===== config.mk =====
export PLATFORM = sky130hd
export DESIGN_NAME = class_file_stream_parser_flat
export DESIGN_NICKNAME = d
export VERILOG_FILES = /design/src/rtl/cfsp_pkg.sv /design/src/rtl/cfsp_if.sv /design/src/rtl/cfsp_step.sv /design/src/rtl/class_file_stream_parser.sv /design/src/flat_wrapper.sv
export SDC_FILE = /design/constraint.sdc
export NUM_CORES = 1
export LEC_CHECK = 0
export ABC_AREA = 1
export BUFFER_PORTS_ARGS = -buffer_cell sky130_fd_sc_hd__clkbuf_2
export CORE_ASPECT_RATIO = 1.5
export CORE_UTILIZATION = 50
export DETAILED_ROUTE_END_ITERATION = 7
export PLACE_DENSITY_LB_ADDON = 0.08
export SLEW_MARGIN = 20
export SYNTH_ARGS = -nofsm -noshare
export SYNTH_HDL_FRONTEND = slang
export SYNTH_SLANG_ARGS = --single-unit

===== constraint.sdc =====
create_clock -name clk -period 8.78 [get_ports clk]
set_input_delay 2.634 -clock clk [delete_from_list [all_inputs] [get_ports clk]]
set_output_delay 2.634 -clock clk [all_outputs]
set_load 0.02 [all_outputs]

===== src/rtl/cfsp_pkg.sv =====
// types, codes and tables for the class file stream parser
package cfsp_pkg;

    localparam logic [31:0] MAGIC_WORD = 32'hCAFE_BABE;
    localparam logic [7:0]  MAX_TAG    = 8'd20;
    localparam logic [31:0] MIN_POOL   = 32'd2;

    // constant pool tags with special handling
    localparam logic [4:0] TAG_UTF8    = 5'd1;
    localparam logic [4:0] TAG_INTEGER = 5'd3;
    localparam logic [4:0] TAG_FLOAT   = 5'd4;
    localparam logic [4:0] TAG_LONG    = 5'd5;
    localparam logic [4:0] TAG_DOUBLE  = 5'd6;
    localparam logic [4:0] TAG_MHANDLE = 5'd15;

    // parse phases; attribute groups keep name, length, body in a row
    typedef enum logic [4:0] {
        PH_MAGIC = 5'd0,
        PH_HDR,
        PH_TAG,
        PH_PFIELD,
        PH_PBODY,
        PH_CINFO,
        PH_ICOUNT,
        PH_IFACE,
        PH_FCOUNT,
        PH_FHDR,
        PH_FANAME,
        PH_FALEN,
        PH_FABODY,
        PH_MCOUNT,
        PH_MHDR,
        PH_MANAME,
        PH_MALEN,
        PH_MABODY,
        PH_CCOUNT,
        PH_CANAME,
        PH_CALEN,
        PH_CABODY,
        PH_DONE
    } cfsp_phase_t;

    typedef enum logic [2:0] {
        SEC_HEADER     = 3'd0,
        SEC_POOL       = 3'd1,
        SEC_CLASS_INFO = 3'd2,
        SEC_IFACES     = 3'd3,
        SEC_FIELDS     = 3'd4,
        SEC_METHODS    = 3'd5,
        SEC_CLASS_ATTR = 3'd6
    } cfsp_section_t;

    typedef enum logic [2:0] {
        KIND_COUNT  = 3'd0,
        KIND_TAG    = 3'd1,
        KIND_U1     = 3'd2,
        KIND_U2     = 3'd3,
        KIND_U4     = 3'd4,
        KIND_LENGTH = 3'd5,
        KIND_RAW    = 3'd6,
        KIND_ERROR  = 3'd7
    } cfsp_kind_t;

    typedef enum logic [1:0] {
        ST_OK        = 2'd0,
        ST_BAD_MAGIC = 2'd1,
        ST_POOL_SMALL = 2'd2,
        ST_BAD_TAG   = 2'd3
    } cfsp_status_t;

    typedef struct packed {
        cfsp_phase_t phase;
        logic [2:0]  byte_in_field;
        logic [31:0] accumulator;
        logic [15:0] pool_slot;
        logic [15:0] pool_total;
        logic [4:0]  current_tag;
        logic [31:0] bytes_remaining;
        logic [15:0] member_number;
        logic [15:0] member_total;
        logic [15:0] attr_number;
        logic [15:0] attr_total;
        logic        stopped;
    } cfsp_state_t;

    localparam cfsp_state_t STATE_RESET = '{
        phase:           PH_MAGIC,
        byte_in_field:   3'd0,
        accumulator:     32'd0,
        pool_slot:       16'd0,
        pool_total:      16'd0,
        current_tag:     5'd0,
        bytes_remaining: 32'd0,
        member_number:   16'd0,
        member_total:    16'd0,
        attr_number:     16'd0,
        attr_total:      16'd0,
        stopped:         1'b0
    };

    typedef struct packed {
        cfsp_section_t section;
        cfsp_kind_t    kind;
        logic [1:0]    position;
        logic [31:0]   value;
        logic [15:0]   entry_index;
        logic [15:0]   attr_index;
        cfsp_status_t  status;
        logic          done_res;
    } cfsp_record_t;

    // fields after a pool tag; zero means the tag has no handler
    function automatic logic [1:0] tag_field_count(input logic [7:0] tag);
        logic [1:0] cnt;
        case (tag)
            8'd1, 8'd3, 8'd4, 8'd7, 8'd8, 8'd16, 8'd19, 8'd20:
                cnt = 2'd1;
            8'd5, 8'd6, 8'd9, 8'd10, 8'd11, 8'd12, 8'd15, 8'd17, 8'd18:
                cnt = 2'd2;
            default:
                cnt = 2'd0;
        endcase
        return cnt;
    endfunction

endpackage


===== src/rtl/cfsp_if.sv =====
// byte stream and record stream channels of the class file parser

interface cfsp_byte_if;
    logic       valid;
    logic       ready;
    logic [7:0] data_byte;

    modport source (output valid, output data_byte, input ready);
    modport sink   (input valid, input data_byte, output ready);
endinterface

interface cfsp_rec_if;
    logic        valid;
    logic        ready;
    logic [2:0]  section;
    logic [2:0]  kind;
    logic [1:0]  position;
    logic [31:0] value;
    logic [15:0] entry_index;
    logic [15:0] attr_index;
    logic [1:0]  status;
    logic        done_res;

    modport source (
        output valid, output section, output kind, output position, output value,
        output entry_index, output attr_index, output status, output done_res,
        input  ready
    );
    modport sink (
        input  valid, input section, input kind, input position, input value,
        input  entry_index, input attr_index, input status, input done_res,
        output ready
    );
endinterface


===== src/rtl/cfsp_step.sv =====
// one parser step: next state and optional record for one input byte
module cfsp_step (
    input  cfsp_pkg::cfsp_state_t  state,
    input  logic [7:0]             data_byte,
    output cfsp_pkg::cfsp_state_t  state_next,
    output logic                   rec_valid,
    output cfsp_pkg::cfsp_record_t rec
);
    import cfsp_pkg::*;

    logic [2:0]    width;
    logic [2:0]    count_inc;
    logic [31:0]   word;
    logic          complete;
    logic          active;
    logic [15:0]   member_inc;
    logic [15:0]   attr_inc;
    logic [31:0]   rem_dec;
    logic [16:0]   slot_step;
    logic          pool_end;
    logic [1:0]    tag_cnt;
    logic [1:0]    cur_tag_cnt;
    cfsp_phase_t   a_base;
    cfsp_phase_t   a_hdr;
    cfsp_phase_t   a_next_count;
    cfsp_section_t a_sec;
    logic          a_class;

    // width of the field being collected
    always_comb
    begin
        unique case (state.phase) inside
            PH_MAGIC, PH_FALEN, PH_MALEN, PH_CALEN:
                width = 3'd4;
            PH_TAG, PH_PBODY, PH_FABODY, PH_MABODY, PH_CABODY:
                width = 3'd1;
            PH_PFIELD:
            begin
                if (state.current_tag == TAG_INTEGER || state.current_tag == TAG_FLOAT ||
                    state.current_tag == TAG_LONG || state.current_tag == TAG_DOUBLE)
                    width = 3'd4;
                else if (state.current_tag == TAG_MHANDLE && state.member_number == 16'd1)
                    width = 3'd1;
                else
                    width = 3'd2;
            end
            default:
                width = 3'd2;
        endcase
    end

    // byte assembly and shared arithmetic
    assign active      = !state.stopped && (state.phase < PH_DONE);
    assign count_inc   = state.byte_in_field + 3'd1;
    assign word        = {state.accumulator[23:0], data_byte};
    assign complete    = (count_inc >= width);
    assign member_inc  = state.member_number + 16'd1;
    assign attr_inc    = state.attr_number + 16'd1;
    assign rem_dec     = state.bytes_remaining - 32'd1;
    assign slot_step   = {1'b0, state.pool_slot} +
                         ((state.current_tag == TAG_LONG || state.current_tag == TAG_DOUBLE)
                          ? 17'd2 : 17'd1);
    assign pool_end    = (slot_step >= {1'b0, state.pool_total});
    assign tag_cnt     = tag_field_count(word[7:0]);
    assign cur_tag_cnt = tag_field_count({3'd0, state.current_tag});

    // attribute group of the current phase
    always_comb
    begin
        unique case (state.phase) inside
            PH_FHDR, PH_FANAME, PH_FALEN, PH_FABODY:
            begin
                a_base       = PH_FANAME;
                a_hdr        = PH_FHDR;
                a_next_count = PH_MCOUNT;
                a_sec        = SEC_FIELDS;
                a_class      = 1'b0;
            end
            PH_MHDR, PH_MANAME, PH_MALEN, PH_MABODY:
            begin
                a_base       = PH_MANAME;
                a_hdr        = PH_MHDR;
                a_next_count = PH_CCOUNT;
                a_sec        = SEC_METHODS;
                a_class      = 1'b0;
            end
            default:
            begin
                a_base       = PH_CANAME;
                a_hdr        = PH_CCOUNT;
                a_next_count = PH_DONE;
                a_sec        = SEC_CLASS_ATTR;
                a_class      = 1'b1;
            end
        endcase
    end

    // phase walk and record build
    always_comb
    begin
        state_next = state;
        rec_valid  = 1'b0;
        rec        = '{section: SEC_HEADER, kind: KIND_COUNT, position: 2'd0, value: word,
                       entry_index: 16'd0, attr_index: 16'd0, status: ST_OK,
                       done_res: 1'b0};

        if (active && !complete)
        begin
            state_next.accumulator   = word;
            state_next.byte_in_field = count_inc;
        end
        else if (active)
        begin
            state_next.accumulator   = 32'd0;
            state_next.byte_in_field = 3'd0;
            rec_valid                = 1'b1;

            unique case (state.phase)
                PH_MAGIC:
                begin
                    if (word != MAGIC_WORD)
                    begin
                        rec.kind           = KIND_ERROR;
                        rec.status         = ST_BAD_MAGIC;
                        state_next.stopped = 1'b1;
                    end
                    else
                    begin
                        rec.kind                 = KIND_U4;
                        state_next.member_number = 16'd1;
                        state_next.phase         = PH_HDR;
                    end
                end
                PH_HDR:
                begin
                    if (state.member_number < 16'd3)
                    begin
                        rec.kind                 = KIND_U2;
                        rec.position             = state.member_number[1:0];
                        state_next.member_number = member_inc;
                    end
                    else if (word < MIN_POOL)
                    begin
                        rec.section        = SEC_POOL;
                        rec.kind           = KIND_ERROR;
                        rec.status         = ST_POOL_SMALL;
                        state_next.stopped = 1'b1;
                    end
                    else
                    begin
                        rec.section              = SEC_POOL;
                        state_next.pool_total    = word[15:0];
                        state_next.pool_slot     = 16'd1;
                        state_next.member_number = 16'd0;
                        state_next.phase         = PH_TAG;
                    end
                end
                PH_TAG:
                begin
                    rec.section     = SEC_POOL;
                    rec.entry_index = state.pool_slot;
                    if (word[7:0] > MAX_TAG || tag_cnt == 2'd0)
                    begin
                        rec.kind           = KIND_ERROR;
                        rec.status         = ST_BAD_TAG;
                        state_next.stopped = 1'b1;
                    end
                    else
                    begin
                        rec.kind                 = KIND_TAG;
                        state_next.current_tag   = word[4:0];
                        state_next.member_number = 16'd1;
                        state_next.phase         = PH_PFIELD;
                    end
                end
                PH_PFIELD:
                begin
                    rec.section     = SEC_POOL;
                    rec.entry_index = state.pool_slot;
                    if (state.current_tag == TAG_UTF8)
                    begin
                        rec.kind                   = KIND_LENGTH;
                        rec.position               = 2'd1;
                        state_next.bytes_remaining = word;
                        if (word == 32'd0)
                        begin
                            state_next.pool_slot = slot_step[15:0];
                            if (pool_end)
                            begin
                                state_next.phase         = PH_CINFO;
                                state_next.member_number = 16'd0;
                            end
                            else
                                state_next.phase = PH_TAG;
                        end
                        else
                            state_next.phase = PH_PBODY;
                    end
                    else
                    begin
                        rec.kind     = (width == 3'd1) ? KIND_U1 :
                                       (width == 3'd2) ? KIND_U2 : KIND_U4;
                        rec.position = state.member_number[1:0];
                        if (state.member_number >= {14'd0, cur_tag_cnt})
                        begin
                            state_next.pool_slot = slot_step[15:0];
                            if (pool_end)
                            begin
                                state_next.phase         = PH_CINFO;
                                state_next.member_number = 16'd0;
                            end
                            else
                                state_next.phase = PH_TAG;
                        end
                        else
                            state_next.member_number = member_inc;
                    end
                end
                PH_PBODY:
                begin
                    rec.section                = SEC_POOL;
                    rec.kind                   = KIND_RAW;
                    rec.position               = 2'd2;
                    rec.entry_index            = state.pool_slot;
                    state_next.bytes_remaining = rem_dec;
                    if (rem_dec == 32'd0)
                    begin
                        state_next.pool_slot = slot_step[15:0];
                        if (pool_end)
                        begin
                            state_next.phase         = PH_CINFO;
                            state_next.member_number = 16'd0;
                        end
                        else
                            state_next.phase = PH_TAG;
                    end
                end
                PH_CINFO:
                begin
                    rec.section              = SEC_CLASS_INFO;
                    rec.kind                 = KIND_U2;
                    rec.position             = state.member_number[1:0];
                    state_next.member_number = member_inc;
                    if (member_inc >= 16'd3)
                        state_next.phase = PH_ICOUNT;
                end
                PH_ICOUNT, PH_FCOUNT, PH_MCOUNT:
                begin
                    state_next.member_total  = word[15:0];
                    state_next.member_number = 16'd0;
                    state_next.attr_number   = 16'd0;
                    if (state.phase == PH_ICOUNT)
                    begin
                        rec.section      = SEC_IFACES;
                        state_next.phase = (word == 32'd0) ? PH_FCOUNT : PH_IFACE;
                    end
                    else if (state.phase == PH_FCOUNT)
                    begin
                        rec.section      = SEC_FIELDS;
                        state_next.phase = (word == 32'd0) ? PH_MCOUNT : PH_FHDR;
                    end
                    else
                    begin
                        rec.section      = SEC_METHODS;
                        state_next.phase = (word == 32'd0) ? PH_CCOUNT : PH_MHDR;
                    end
                end
                PH_IFACE:
                begin
                    rec.section              = SEC_IFACES;
                    rec.kind                 = KIND_U2;
                    rec.entry_index          = state.member_number;
                    state_next.member_number = member_inc;
                    if (member_inc == state.member_total)
                        state_next.phase = PH_FCOUNT;
                end
                PH_FHDR, PH_MHDR:
                begin
                    rec.section     = a_sec;
                    rec.entry_index = state.member_number;
                    if (state.attr_number < 16'd3)
                    begin
                        rec.kind               = KIND_U2;
                        rec.position           = state.attr_number[1:0];
                        state_next.attr_number = attr_inc;
                    end
                    else
                    begin
                        rec.position           = 2'd3;
                        state_next.attr_total  = word[15:0];
                        state_next.attr_number = 16'd0;
                        if (word == 32'd0)
                        begin
                            state_next.member_number = member_inc;
                            state_next.phase = (member_inc == state.member_total) ?
                                               a_next_count : a_hdr;
                        end
                        else
                            state_next.phase = a_base;
                    end
                end
                PH_CCOUNT:
                begin
                    rec.section            = SEC_CLASS_ATTR;
                    state_next.attr_total  = word[15:0];
                    state_next.attr_number = 16'd0;
                    state_next.phase       = (word == 32'd0) ? PH_DONE : PH_CANAME;
                end
                PH_FANAME, PH_MANAME, PH_CANAME:
                begin
                    rec.section      = a_sec;
                    rec.kind         = KIND_U2;
                    rec.entry_index  = a_class ? 16'd0 : state.member_number;
                    rec.attr_index   = state.attr_number;
                    state_next.phase = cfsp_phase_t'(state.phase + 5'd1);
                end
                PH_FALEN, PH_MALEN, PH_CALEN, PH_FABODY, PH_MABODY, PH_CABODY:
                begin
                    rec.section     = a_sec;
                    rec.entry_index = a_class ? 16'd0 : state.member_number;
                    rec.attr_index  = state.attr_number;
                    if (state.phase == PH_FALEN || state.phase == PH_MALEN ||
                        state.phase == PH_CALEN)
                    begin
                        rec.kind                   = KIND_LENGTH;
                        rec.position               = 2'd1;
                        state_next.bytes_remaining = word;
                    end
                    else
                    begin
                        rec.kind                   = KIND_RAW;
                        rec.position               = 2'd2;
                        state_next.bytes_remaining = rem_dec;
                    end
                    // body opens, or the attribute closes
                    if ((rec.kind == KIND_LENGTH) && (word != 32'd0))
                        state_next.phase = cfsp_phase_t'(state.phase + 5'd1);
                    else if ((rec.kind == KIND_LENGTH) || (rem_dec == 32'd0))
                    begin
                        state_next.attr_number = attr_inc;
                        if (attr_inc != state.attr_total)
                            state_next.phase = a_base;
                        else if (a_class)
                            state_next.phase = PH_DONE;
                        else
                        begin
                            state_next.member_number = member_inc;
                            state_next.attr_number   = 16'd0;
                            state_next.phase = (member_inc == state.member_total) ?
                                               a_next_count : a_hdr;
                        end
                    end
                end
                default:
                    rec_valid = 1'b0;
            endcase
        end

        rec.done_res = (state_next.phase == PH_DONE);
    end

endmodule


===== src/rtl/class_file_stream_parser.sv =====
// top level of the class file stream parser
//
//  channel   dir  payload                                         beat
//  stream    in   data_byte                                       one file byte
//  records   out  section kind position value entry_index         one record
//                 attr_index status done_res
//
// one byte a cycle sustained while records are taken: a byte register feeds
// one step of logic that updates the parse state and loads the record register.
// a record is loaded into the record register when its last byte leaves the
// byte register through the step; a byte that completes no field gives no record.
// rst_n clears the parse state and both valid flags at once.
// a stalled record holds the step; the byte register drains as the
// record register frees, so ready follows the record sink.
// after a fault or after the last record every further byte is taken
// and dropped until reset.
module class_file_stream_parser (
    input  logic              clk,
    input  logic              rst_n,
    cfsp_byte_if.sink         stream,
    cfsp_rec_if.source        records
);
    import cfsp_pkg::*;

    logic         in_valid_reg;
    logic [7:0]   in_byte_reg;
    cfsp_state_t  state_reg;
    cfsp_state_t  state_next;
    logic         out_valid_reg;
    cfsp_record_t out_rec_reg;
    logic         step_rec_valid;
    cfsp_record_t step_rec;
    logic         advance;

    // step moves when a byte waits and the record slot is free or freeing
    assign advance      = in_valid_reg && (!out_valid_reg || records.ready);
    assign stream.ready = !in_valid_reg || advance;

    // byte register
    always_ff @(posedge clk or negedge rst_n)
    begin
        if (!rst_n)
            in_valid_reg <= 1'b0;
        else if (stream.ready)
            in_valid_reg <= stream.valid;
    end

    always_ff @(posedge clk)
    begin
        if (stream.ready && stream.valid)
            in_byte_reg <= stream.data_byte;
    end

    cfsp_step u_step (
        .state      (state_reg),
        .data_byte  (in_byte_reg),
        .state_next (state_next),
        .rec_valid  (step_rec_valid),
        .rec        (step_rec)
    );

    // parse state
    always_ff @(posedge clk or negedge rst_n)
    begin
        if (!rst_n)
            state_reg <= STATE_RESET;
        else if (advance)
            state_reg <= state_next;
    end

    // record register
    always_ff @(posedge clk or negedge rst_n)
    begin
        if (!rst_n)
            out_valid_reg <= 1'b0;
        else if (advance)
            out_valid_reg <= step_rec_valid;
        else if (records.ready)
            out_valid_reg <= 1'b0;
    end

    always_ff @(posedge clk)
    begin
        if (advance && step_rec_valid)
            out_rec_reg <= step_rec;
    end

    // record beat out
    assign records.valid       = out_valid_reg;
    assign records.section     = out_rec_reg.section;
    assign records.kind        = out_rec_reg.kind;
    assign records.position    = out_rec_reg.position;
    assign records.value       = out_rec_reg.value;
    assign records.entry_index = out_rec_reg.entry_index;
    assign records.attr_index  = out_rec_reg.attr_index;
    assign records.status      = out_rec_reg.status;
    assign records.done_res    = out_rec_reg.done_res;

endmodule


===== src/flat_wrapper.sv =====
// flat-port wrapper written by rule: the top's interface ports become plain ports
module class_file_stream_parser_flat import cfsp_pkg::*;
  (clk, rst_n, stream_valid, stream_data_byte, stream_ready, records_valid, records_section, records_kind, records_position, records_value, records_entry_index, records_attr_index, records_status, records_done_res, records_ready);
  cfsp_byte_if stream_i ();
  cfsp_rec_if records_i ();
  input  logic clk;
  input  logic rst_n;
  input wire logic [$bits(stream_i.valid)-1:0] stream_valid;
  input wire logic [$bits(stream_i.data_byte)-1:0] stream_data_byte;
  output wire logic [$bits(stream_i.ready)-1:0] stream_ready;
  output wire logic [$bits(records_i.valid)-1:0] records_valid;
  output wire logic [$bits(records_i.section)-1:0] records_section;
  output wire logic [$bits(records_i.kind)-1:0] records_kind;
  output wire logic [$bits(records_i.position)-1:0] records_position;
  output wire logic [$bits(records_i.value)-1:0] records_value;
  output wire logic [$bits(records_i.entry_index)-1:0] records_entry_index;
  output wire logic [$bits(records_i.attr_index)-1:0] records_attr_index;
  output wire logic [$bits(records_i.status)-1:0] records_status;
  output wire logic [$bits(records_i.done_res)-1:0] records_done_res;
  input wire logic [$bits(records_i.ready)-1:0] records_ready;
  assign stream_i.valid = stream_valid;
  assign stream_i.data_byte = stream_data_byte;
  assign stream_ready = stream_i.ready;
  assign records_valid = records_i.valid;
  assign records_section = records_i.section;
  assign records_kind = records_i.kind;
  assign records_position = records_i.position;
  assign records_value = records_i.value;
  assign records_entry_index = records_i.entry_index;
  assign records_attr_index = records_i.attr_index;
  assign records_status = records_i.status;
  assign records_done_res = records_i.done_res;
  assign records_i.ready = records_ready;
  class_file_stream_parser u_core (.clk(clk), .rst_n(rst_n), .stream(stream_i), .records(records_i));
endmodule

Word level (Yosys, flattened, before mapping)
Memory sizes are Yosys's and may differ from the RTL's. A register that Yosys moved wholly into a read port is not among the register bits. Cells that the tools add are included.

Bits in latches: 0. Memories: 2. Word-level logic and storage cells: 276. RAM bits: 0. Register bits: 251. Memory bits (read-only): 128.

Memory list: (name not given) (depth 32, width 2, rd ports 1, clocked after Yosys merged registers in 0, wr ports 0, line cfsp_pkg.sv:115) `case (tag)`; (name not given) (depth 32, width 2, rd ports 1, clocked after Yosys merged registers in 1, wr ports 0, line cfsp_pkg.sv:115).

Magnitude comparators: 9. Eq/ne operators: 53. Add/subtract/negate cells: 6. Muxes and demuxes: 113. Bitwise logic cells: 6. Multipliers: 0. Div/mod/pow operators: 0. Reductions and logical operators: 64. Shift operators: 0.

Operators by type and width (count): $mux 16 (28); $mux 174 (1); $pmux 16 s3 (3); $pmux 16 s9 (1); $mux 5 (28); $mux 32 (4); $pmux 32 s3 (1); $logic_not 32->1 (2); $pmux 5 s12 (1); $eq 5x4->1 const B (9); $eq 5x3->1 const B (7); $eq 5x5->1 const B (7); $mux 35 (1); $add 16x1->16 const B (2); $lt 16x2->1 const B (2); $lt 32x2->1 const B (1); $ne 32x32->1 const B (1); $pmux 16 s2 (1); $reduce_bool 32->1 (1); $sub 32x1->32 const B (1); $mux 3 (10); $pmux 5 s2 (3); $pmux 3 s8 (1); $ne 2x2->1 const B (11); 56 further kinds (124).

Depth between registers and ports, before layout
Gate-level depths: netlist (run 1).

Depth in word-level cells: 18. Gate-level depth with buffers: 35. Gate-level depth less buffers: 35.

Hierarchy
From an unflattened synthesis (run 1), not the netlist that was laid out.

Cell total of the unflattened synthesis: 3053. Area total of the unflattened synthesis: 20284.5 µm².

By module, submodules not included: cfsp_step (area each 10830.4 µm², cells each 2203, instances 1, seq. area each 0.0 µm²); class_file_stream_parser (area each 9454.1 µm², cells each 850, instances 1, seq. area each 6896.6 µm²).

Worst setup path after synthesis (run 1)
OpenSTA, ideal clock, no wires.

Path type: input -> register. Start point: in records_ready. End point: reg u_core.out_rec_reg, in the netlist u_core.records.attr_index[0], enable pin. Setup slack: 2.210 ns. Path buffers: 0. Arrival time: 6.061 ns. Data required time: 8.271 ns. Library setup time: 0.509 ns. Stages: 4. Cell sequence: inv_1 a21oi_1 inv_1 nor2_1.

Word-level cells in the longest chain between the ends: 3.

RTL lines: start: declaration (line flat_wrapper.sv:20) `input wire logic [$bits(records_i.ready)-1:0] records_ready;`; $logic_or 1x1->1 (line class_file_stream_parser.sv:36) `assign advance = in_valid_reg && (!out_valid_reg || records.ready);`; $logic_and 1x1->1 (line class_file_stream_parser.sv:36); $logic_and 1x1->1 (line class_file_stream_parser.sv:84) `if (advance && step_rec_valid)`; end signal: assignment (line class_file_stream_parser.sv:85) `out_rec_reg <= step_rec;`; end: declaration (line class_file_stream_parser.sv:30) `cfsp_record_t out_rec_reg;`.

No other way between the ends. A chain may end at the register's enable or synchronous reset.

Final worst setup path (run 1)
Start point: in records_ready. End point: out stream_ready.

Word-level cells in the longest chain between the ends: 3.

RTL lines: $logic_or 1x1->1 (line class_file_stream_parser.sv:36); $logic_and 1x1->1 (line class_file_stream_parser.sv:36); $logic_or 1x1->1 (line class_file_stream_parser.sv:37) `assign stream.ready = !in_valid_reg || advance;`; end: declaration (line flat_wrapper.sv:10) `output wire logic [$bits(stream_i.ready)-1:0] stream_ready;`.

No other way between the ends.

==> results of run 1 <==
## layer usage
layer  vias up  wire [µm]  track usage, %
li1       7348          -               -
met1      7116      20100            37.8
met3       199       2890            4.20
met2       585      27100            60.3
met4         0       4000            24.4
met5         -          0               0
## tightest hold or removal path, cell delays in order (launching register included)
cell and delay [ns]:
dfrtp_1 0.34, nand2_1 0.05, o21ai_0 0.06
## synthesized netlist by cell type, drive strengths merged, types with 2 or more instances
cell    number  area share (%)
clkbuf      31            0.74
a21oi       40             1.3
a211oi       2            0.13
dfrtp      168              27
clkinv       6            0.15
dfxtp        2            0.25
inv        286             6.8
or2          2           0.079
o211ai       5            0.24
and2         3            0.12
nand2      645              16
o31ai        3            0.14
nand3b       4            0.19
o21bai       2           0.095
o32ai        3            0.17
a41oi        4            0.22
ha          43             3.4
nor2       273             7.2
xnor2        3            0.17
a22oi       16            0.76
nor4         8            0.32
xor2        19             1.1
o22ai       44             2.1
a31oi       10            0.40
nor3        38             1.2
nand3      167             5.3
o21ai      190             6.0
nor3b        2           0.095
edfxtp      83              16
buf         19            0.78
nand4       51             2.1
## cell families after synthesis
kind of cell	Yosys count	synth area share [%]
AO/OA/AOI/OAI	324	11.8
adder cells (fa/ha/maj)	44	3.53
buffers and inverters	342	8.46
XOR/XNOR	22	1.22
flip-flops	253	42.6
multiplexers	2	0.134
AND/OR/NAND/NOR	1195	32.2
## cells in the final DEF (no fill, tap or decap), types with 3 or more instances in the layout
cell type,Yosys,routed
nor3_1,38,37
nand2_2,4,4
edfxtp_1,83,83
clkinv_1,5,5
nor4_1,8,8
nor2_2,12,13
o211ai_1,5,5
nand4_1,50,50
clkinvlp_4,0,8
clkbuf_16,0,29
a41oi_1,4,4
buf_4,5,16
o31ai_1,3,3
xor2_1,19,19
xnor2_1,3,3
o21ai_1,15,15
o22ai_2,10,10
ha_1,43,43
nor2_1,252,250
nand2_4,5,5
a22oi_1,16,16
clkinv_2,1,6
nor2_4,8,9
nand3b_1,4,4
o22ai_1,34,34
nand3_1,166,166
nand2_1,636,636
a21oi_1,39,39
clkbuf_2,1,87
o21ai_0,175,175
inv_2,6,6
and2_1,3,3
inv_1,280,280
a31oi_1,10,10
dfrtp_1,168,168
o32ai_1,3,3
## area by class of cell
cell class / count / area share [%]
clock buffers: 31 / 4.22
well taps: 405 / 2.88
inverters: 292 / 6.23
repair buffers: 105 / 3.38
clock inverters: 19 / 0.888
flip-flops and latches: 253 / 38.3
diodes: 1 / 0.0142
multi-input cells: 1587 / 44.1
## power breakdown
group / internal [mW] / total [mW] / leakage, nW / switching [mW]
Combinational: 0.972 / 3.26 / 4.80 / 2.29
Clock: 0.644 / 1.17 / 0.422 / 0.524
Sequential: 1.70 / 2.13 / 2.87 / 0.435
Total: 3.31 / 6.56 / 8.09 / 3.24
## path summary, 6_finish.rpt
| check | endpoint | slack [ns] | depth (start not counted) |
|---|---|---|---|
| max | stream_ready | 3.05 | 4 |
| min | u_core.state_reg[103]$_DFFE_PN0P_ | 0.49 | 2 |
| max reg2reg | u_core.records.done_res$_DFFE_PP_ | 3.09 | 25 |
| min reg2reg | u_core.state_reg[103]$_DFFE_PN0P_ | 0.49 | 2 |
| max in group asynchronous | u_core.state_reg[96]$_DFFE_PN0P_ | 5.44 | 2 |
| min in group asynchronous | u_core.state_reg[125]$_DFFE_PN0P_ | 2.00 | 1 |
## metrics by stage
stage                     worst slack (ns)  utilization [%]  total power, mW
after detailed placement              3.05             53.7             5.33
final                                 3.05             56.7             6.56
after global routing                  2.75             56.7             7.06
after CTS                             3.04             56.6             6.52
after floorplan                       2.21                -             4.32
after global placement                3.06             53.7             5.29
==> summary.md, run 1 <==
| Metric | Value |
|---|---|
| Status | `finished, final reports clean` |
| Layout cells sized above 1 | `9.23%` |
| Worst-path clk slew | `0.06 ns` |
| Worst path max stage delay | `0.18 ns` |
| CP arrival | `3.10 ns` |
| First-pass GRT wire length | `83600 µm` |
| Top_reg_cell synth | `dfrtp_1` |
| HPWL Detailed | `41100 µm` |
| CTS tree | `built` |
| Drt pass-1 iters | `8` |
| Non-filler cells, final | `2693` |
| Max Freq | `174 MHz` |
| Crit-path cells | `clkbuf_2 > inv_1 > nand3_1 > clkbuf_2` |
| Total clock sinks | `253` |
| Top delay family on crit path | `buffers and inverters` |
| Starting Density | `51.0%` |
| PwrDens | `373 nW/µm²` |
| Final Routed Wirelength | `54100 µm` |
| CTS max path bufs | `3` |
| Post-Syn Area | `15800 µm²` |
| Leakage Power | `8.09 nW` |
| Worst hold path class | `register to register` |
| # rows | `79` |
| HP Start | `u_core.state_reg[103]$_DFFE_PN0P_` |
| RSZ-0062 raised after global routing | `no` |
| Nets | `2322` |
| Clk_lat worst skew | `0.59 ns` |
| Syn Area/Cell | `7.25 µm²` |
| Crit path time final | `5.73 ns` |
| Fill cell count | `3094` |
| Die ar. | `32400 µm²` |
| Flops & latches, synth | `253` |
| GP Congestion | `1.01` |
| Routed wire length per instance | `20.1 µm` |
| Pins Over Slew Limit | `0` |
| Setup bufs post-CTS | `0` |
| Most common cell on crit path | `clkbuf_2` |
| Post-synth EDFFs | `83` |
| Post-CTS Resized | `0` |
| IO Port Bufs | `88` |
| Vias in the first global route | `14.9k` |
| Top Ports | `89` |
| Post-DP Area | `16700 µm²` |
| Largest net degree at the start of global routing | `75` |
| Peak supply drop | `0.000202 V` |
| Worst Path Max Fanout | `3` |
| Post-synthesis sequential area ratio | `42.6%` |
| Core area | `31000 µm²` |
| Start of the worst register-to-register path | `u_core.state_reg[169]$_DFFE_PN0P_` |
| Critical path class | `primary input to output port` |
| CTS Hold Buffers Added | `0` |
| Drt drc | `0` |
| Data required, critical path | `6.15 ns` |
| Post-route clock period utilization | `65.3%` |
| Finished Cell Area | `17600 µm²` |
| DR vias | `15.2k` |
| Post-synth ARST share | `66.4%` |
| Max reg flops | `166` |
| Initial DRC count | `970` |
| Slew @ Worst Pin | `1.12 ns` |
| Antenna viol nets, final | `0` |
| Total Neg Setup Slack | `0 ns` |
| Area growth syn-to-layout | `11.3%` |
| Setup crit end kind | `output port` |
| Max cap viols | `0` |
| Htree depth | `1` |
| Number of vias per cell | `5.66` |
| Fin Hold WS | `0.489 ns` |
| Final hold vios | `0` |
| Root Driver | `clkbuf_16` |
| Distinct cells, synth | `59` |
| Synth Instances | `2182` |
| Grt total ovfl | `0` |
| Syn Nets | `2238` |
| Antenna violations before repair | `1` |
| Ys Warns | `0` |
| Die Ht | `220 µm` |
| CP startpoint | `records_ready` |
| CTS Buf Count | `27` |
| Die W | `147 µm` |
| Footprint of the multi-input gates | `7770 µm²` |
| Cells after DPL | `2641` |
| FF+latch area | `6740 µm²` |
| Startpoint types | `primary input` |
| Crit-path slowest cell | `clkbuf_2` |
| Setup violators final | `0` |
| Clk_skew | `0.0333 ns` |
| CP Buf/Inv Count | `3` |
| Tot GR Track Use | `34.1%` |
| Slew HR | `25.5%` |
Note: power is estimated with default switching activity, not from simulation.
==> inputs of run 2 (changes only) <==
clock period = 4.78 ns   (was 8.78 ns; I/O delays follow)
==> run 2 against run 1 <==
Final cell count grew 1.5%. Setup slack got worse by 2.8 ns. Register-to-register slack worse by 2.8 ns. Utilization rose by 1.5 points. Sequential share of layout area shrank 0.97 points. Total power grew 90%. Critical path depth increased by 29. Wire length increased by 4.0%. Design area increased by 2.6%. Sequential power grew 86%. Combinational power up 96%. Highest routed layer is now met5.
==> summary.md, run 2 (synthesis gave the netlist of run 1 again) <==
| Metric | Value |
|---|---|
| Status | `finished, final reports clean` |
| Area growth syn-to-layout | `14.2%` |
| Sw power | `6.13 mW` |
| Initial DRC count | `971` |
| Hold path depth | `1` |
| Root Driver | `clkbuf_16` |
| Final hold vios | `0` |
| Peak supply drop | `0.000469 V` |
| Most common cell after layout, fill and taps aside | `nand2_1` |
| Drt drc | `0` |
| Post-DP Area | `17100 µm²` |
| Nets | `2365` |
| GP Congestion | `0.999` |
| Antenna violations before repair | `2` |
| Largest net degree at the start of global routing | `69` |
| CP startpoint | `u_core.state_reg[98]$_DFFE_PN0P_` |
| Clk_lat worst skew | `0.57 ns` |
| Reg power frac | `31.9%` |
| Slew @ Worst Pin | `0.848 ns` |
| HP Start | `u_core.state_reg[0]$_DFFE_PN0P_` |
| CTS tree | `built` |
| Post-route setup slack | `0.293 ns` |
| FF+latch area | `6740 µm²` |
| Cells after DPL | `2682` |
| Fin Hold WS | `0.475 ns` |
| Die W | `147 µm` |
| HPWL Detailed | `43500 µm` |
| Worst Path Max Fanout | `5` |
| Antenna viol nets, final | `0` |
| Drt pass-1 iters | `8` |
| Combinational fraction of design power | `51.4%` |
| Final Routed Wirelength | `56300 µm` |
| Post-route clock period utilization | `93.9%` |
| Clock power share | `16.7%` |
| Slew HR | `43.0%` |
| Top Usage Layer GRT | `met2` |
| Met1 Use GR | `38.1%` |
| Startpoint types | `register` |
| CTS max path bufs | `3` |
| Setup violators final | `0` |
| Start of the worst register-to-register path | `u_core.state_reg[98]$_DFFE_PN0P_` |
| Worst path max stage delay | `0.39 ns` |
| Worst-path clk slew | `0.07 ns` |
| Tot GR Track Use | `35.4%` |
| Place WS | `-0.102 ns` |
| DR vias | `15.5k` |
| Core area | `31000 µm²` |
| Setup crit end kind | `register` |
| Leakage Power | `8.37 nW` |
| Starting Density | `51.0%` |
| Critical Path End | `u_core.records.done_res$_DFFE_PP_` |
| Htree depth | `1` |
| # rows | `79` |
| Top Ports | `89` |
| Most frequent cells in the layout | `nand2_1 (633), inv_1 (277), nor2_1 (248), o21ai_0 (175), dfrtp_1 (167)` |
| Grt total ovfl | `0` |
| Internal Power | `6.33 mW` |
| Routed wire length per instance | `20.6 µm` |
| Reg2Reg Capture Point | `u_core.records.done_res$_DFFE_PP_` |
| GR Util met2 | `63.8%` |
| IO Port Bufs | `88` |
| Number of vias per cell | `5.69` |
| Crit path time final | `4.49 ns` |
| Die Ht | `220 µm` |
| Layout cells sized above 1 | `11.5%` |
| Critical path class | `register to register` |
| Finished Cell Area | `18100 µm²` |
| Data required, critical path | `5.11 ns` |
| CTS Buf Count | `26` |
| Total clock sinks | `253` |
| Vias in the first global route | `15.3k` |
| CTS Hold Buffers Added | `0` |
| Footprint of the multi-input gates | `7850 µm²` |
| PwrDens | `690 nW/µm²` |
| Die ar. | `32400 µm²` |
| Max cap viols | `0` |
| Fill cell count | `2990` |
| Worst hold path class | `register to register` |
| Switching share of total power | `49.2%` |
| Register-to-Register Path Depth | `33` |
| Ant diodes | `0` |
| M3 GR Usage | `4.37%` |
| Max reg flops | `166` |
| CP arrival | `4.81 ns` |
| Non-filler cells, final | `2734` |
| Pins Over Slew Limit | `0` |
| FF-to-FF setup slack | `0.29 ns` |
| First-pass GRT wire length | `86300 µm` |
| Crit-path slowest cell | `dfrtp_1` |
| Clk_skew | `0.0201 ns` |
| Most common cell on crit path | `nand2_1` |
| Post-layout power | `12.5 mW` |
| Max Freq | `223 MHz` |
## run 2: cell count changes in the layout (fill, tap and decap cells not counted), moves of 3 or more
cell / delta
nand2_1: -3
clkinv_2: +3
buf_12: +10
inv_1: -3
nand2_2: +3
nor3_1: -6
clkinvlp_4: -8
clkbuf_1: +4
buf_4: +35
nor3_2: +5
inv_2: +3
## run 2: worst min-delay path by stage
stage,end,slack (ns)
global placement,u_core.state_reg[0]$_DFFE_PN0P_,0.45
finish,u_core.state_reg[0]$_DFFE_PN0P_,0.47
CTS,u_core.state_reg[0]$_DFFE_PN0P_,0.48
global route,u_core.records.value[29]$_DFFE_PP_,0.49
detailed placement,u_core.state_reg[0]$_DFFE_PN0P_,0.46
floorplan,u_core.records.value[4]$_DFFE_PP_,0.42
## run 2: power groups by stage
stage,Combinational (mW),Sequential [mW],Clock [mW]
floorplan,4.10,3.83,0
global placement,6.19,3.96,0
detailed placement,6.26,3.97,0
CTS,6.30,3.95,2.11
global route,7.12,4.05,2.18
finish,6.40,3.97,2.08
## run 2: timing repair
| action | 4_1_cts | 5_1_grt |
|---|---|---|
| pin swaps | 0 | 4 |
| endpoints found under the setup margin | 5 | 18 |
| gates cloned | 0 | 0 |
| resized for setup | 2 | 21 |
| buffers inserted | 0 | 4 |
## run 2: metrics by stage
step / TNS (ns) / utilization (%)
after floorplan: 0 / -
after global placement: 0 / 55.1
after detailed placement: -0.109 / 55.1
after CTS: 0 / 57.9
after global routing: -0.0215 / 58.2
final: 0 / 58.2
## run 2: cell type report
type | count | area share (%)
timing repair buffer | 149 | 5.70
inverter | 292 | 6.07
multi-input combinational | 1587 | 43.4
tap | 405 | 2.81
clock buffer | 34 | 4.00
clock inverter | 14 | 0.693
sequential | 253 | 37.3
## run 2: critical path, delay by kind of cell (launching register included)
family	cells	cell delay, ns
simple gates	21	1.89
fa+ha+maj	4	1.08
buf+inv	5	0.41
flops	1	0.39
xor+xnor	1	0.26
compound gates	2	0.21
## run 2: routing by layer
layer  vias up  part of all wire (%)
met5         -                 0.041
met4         4                   7.8
met3       212                   5.2
met2       598                    51
met1      7313                    36
li1       7420                     -
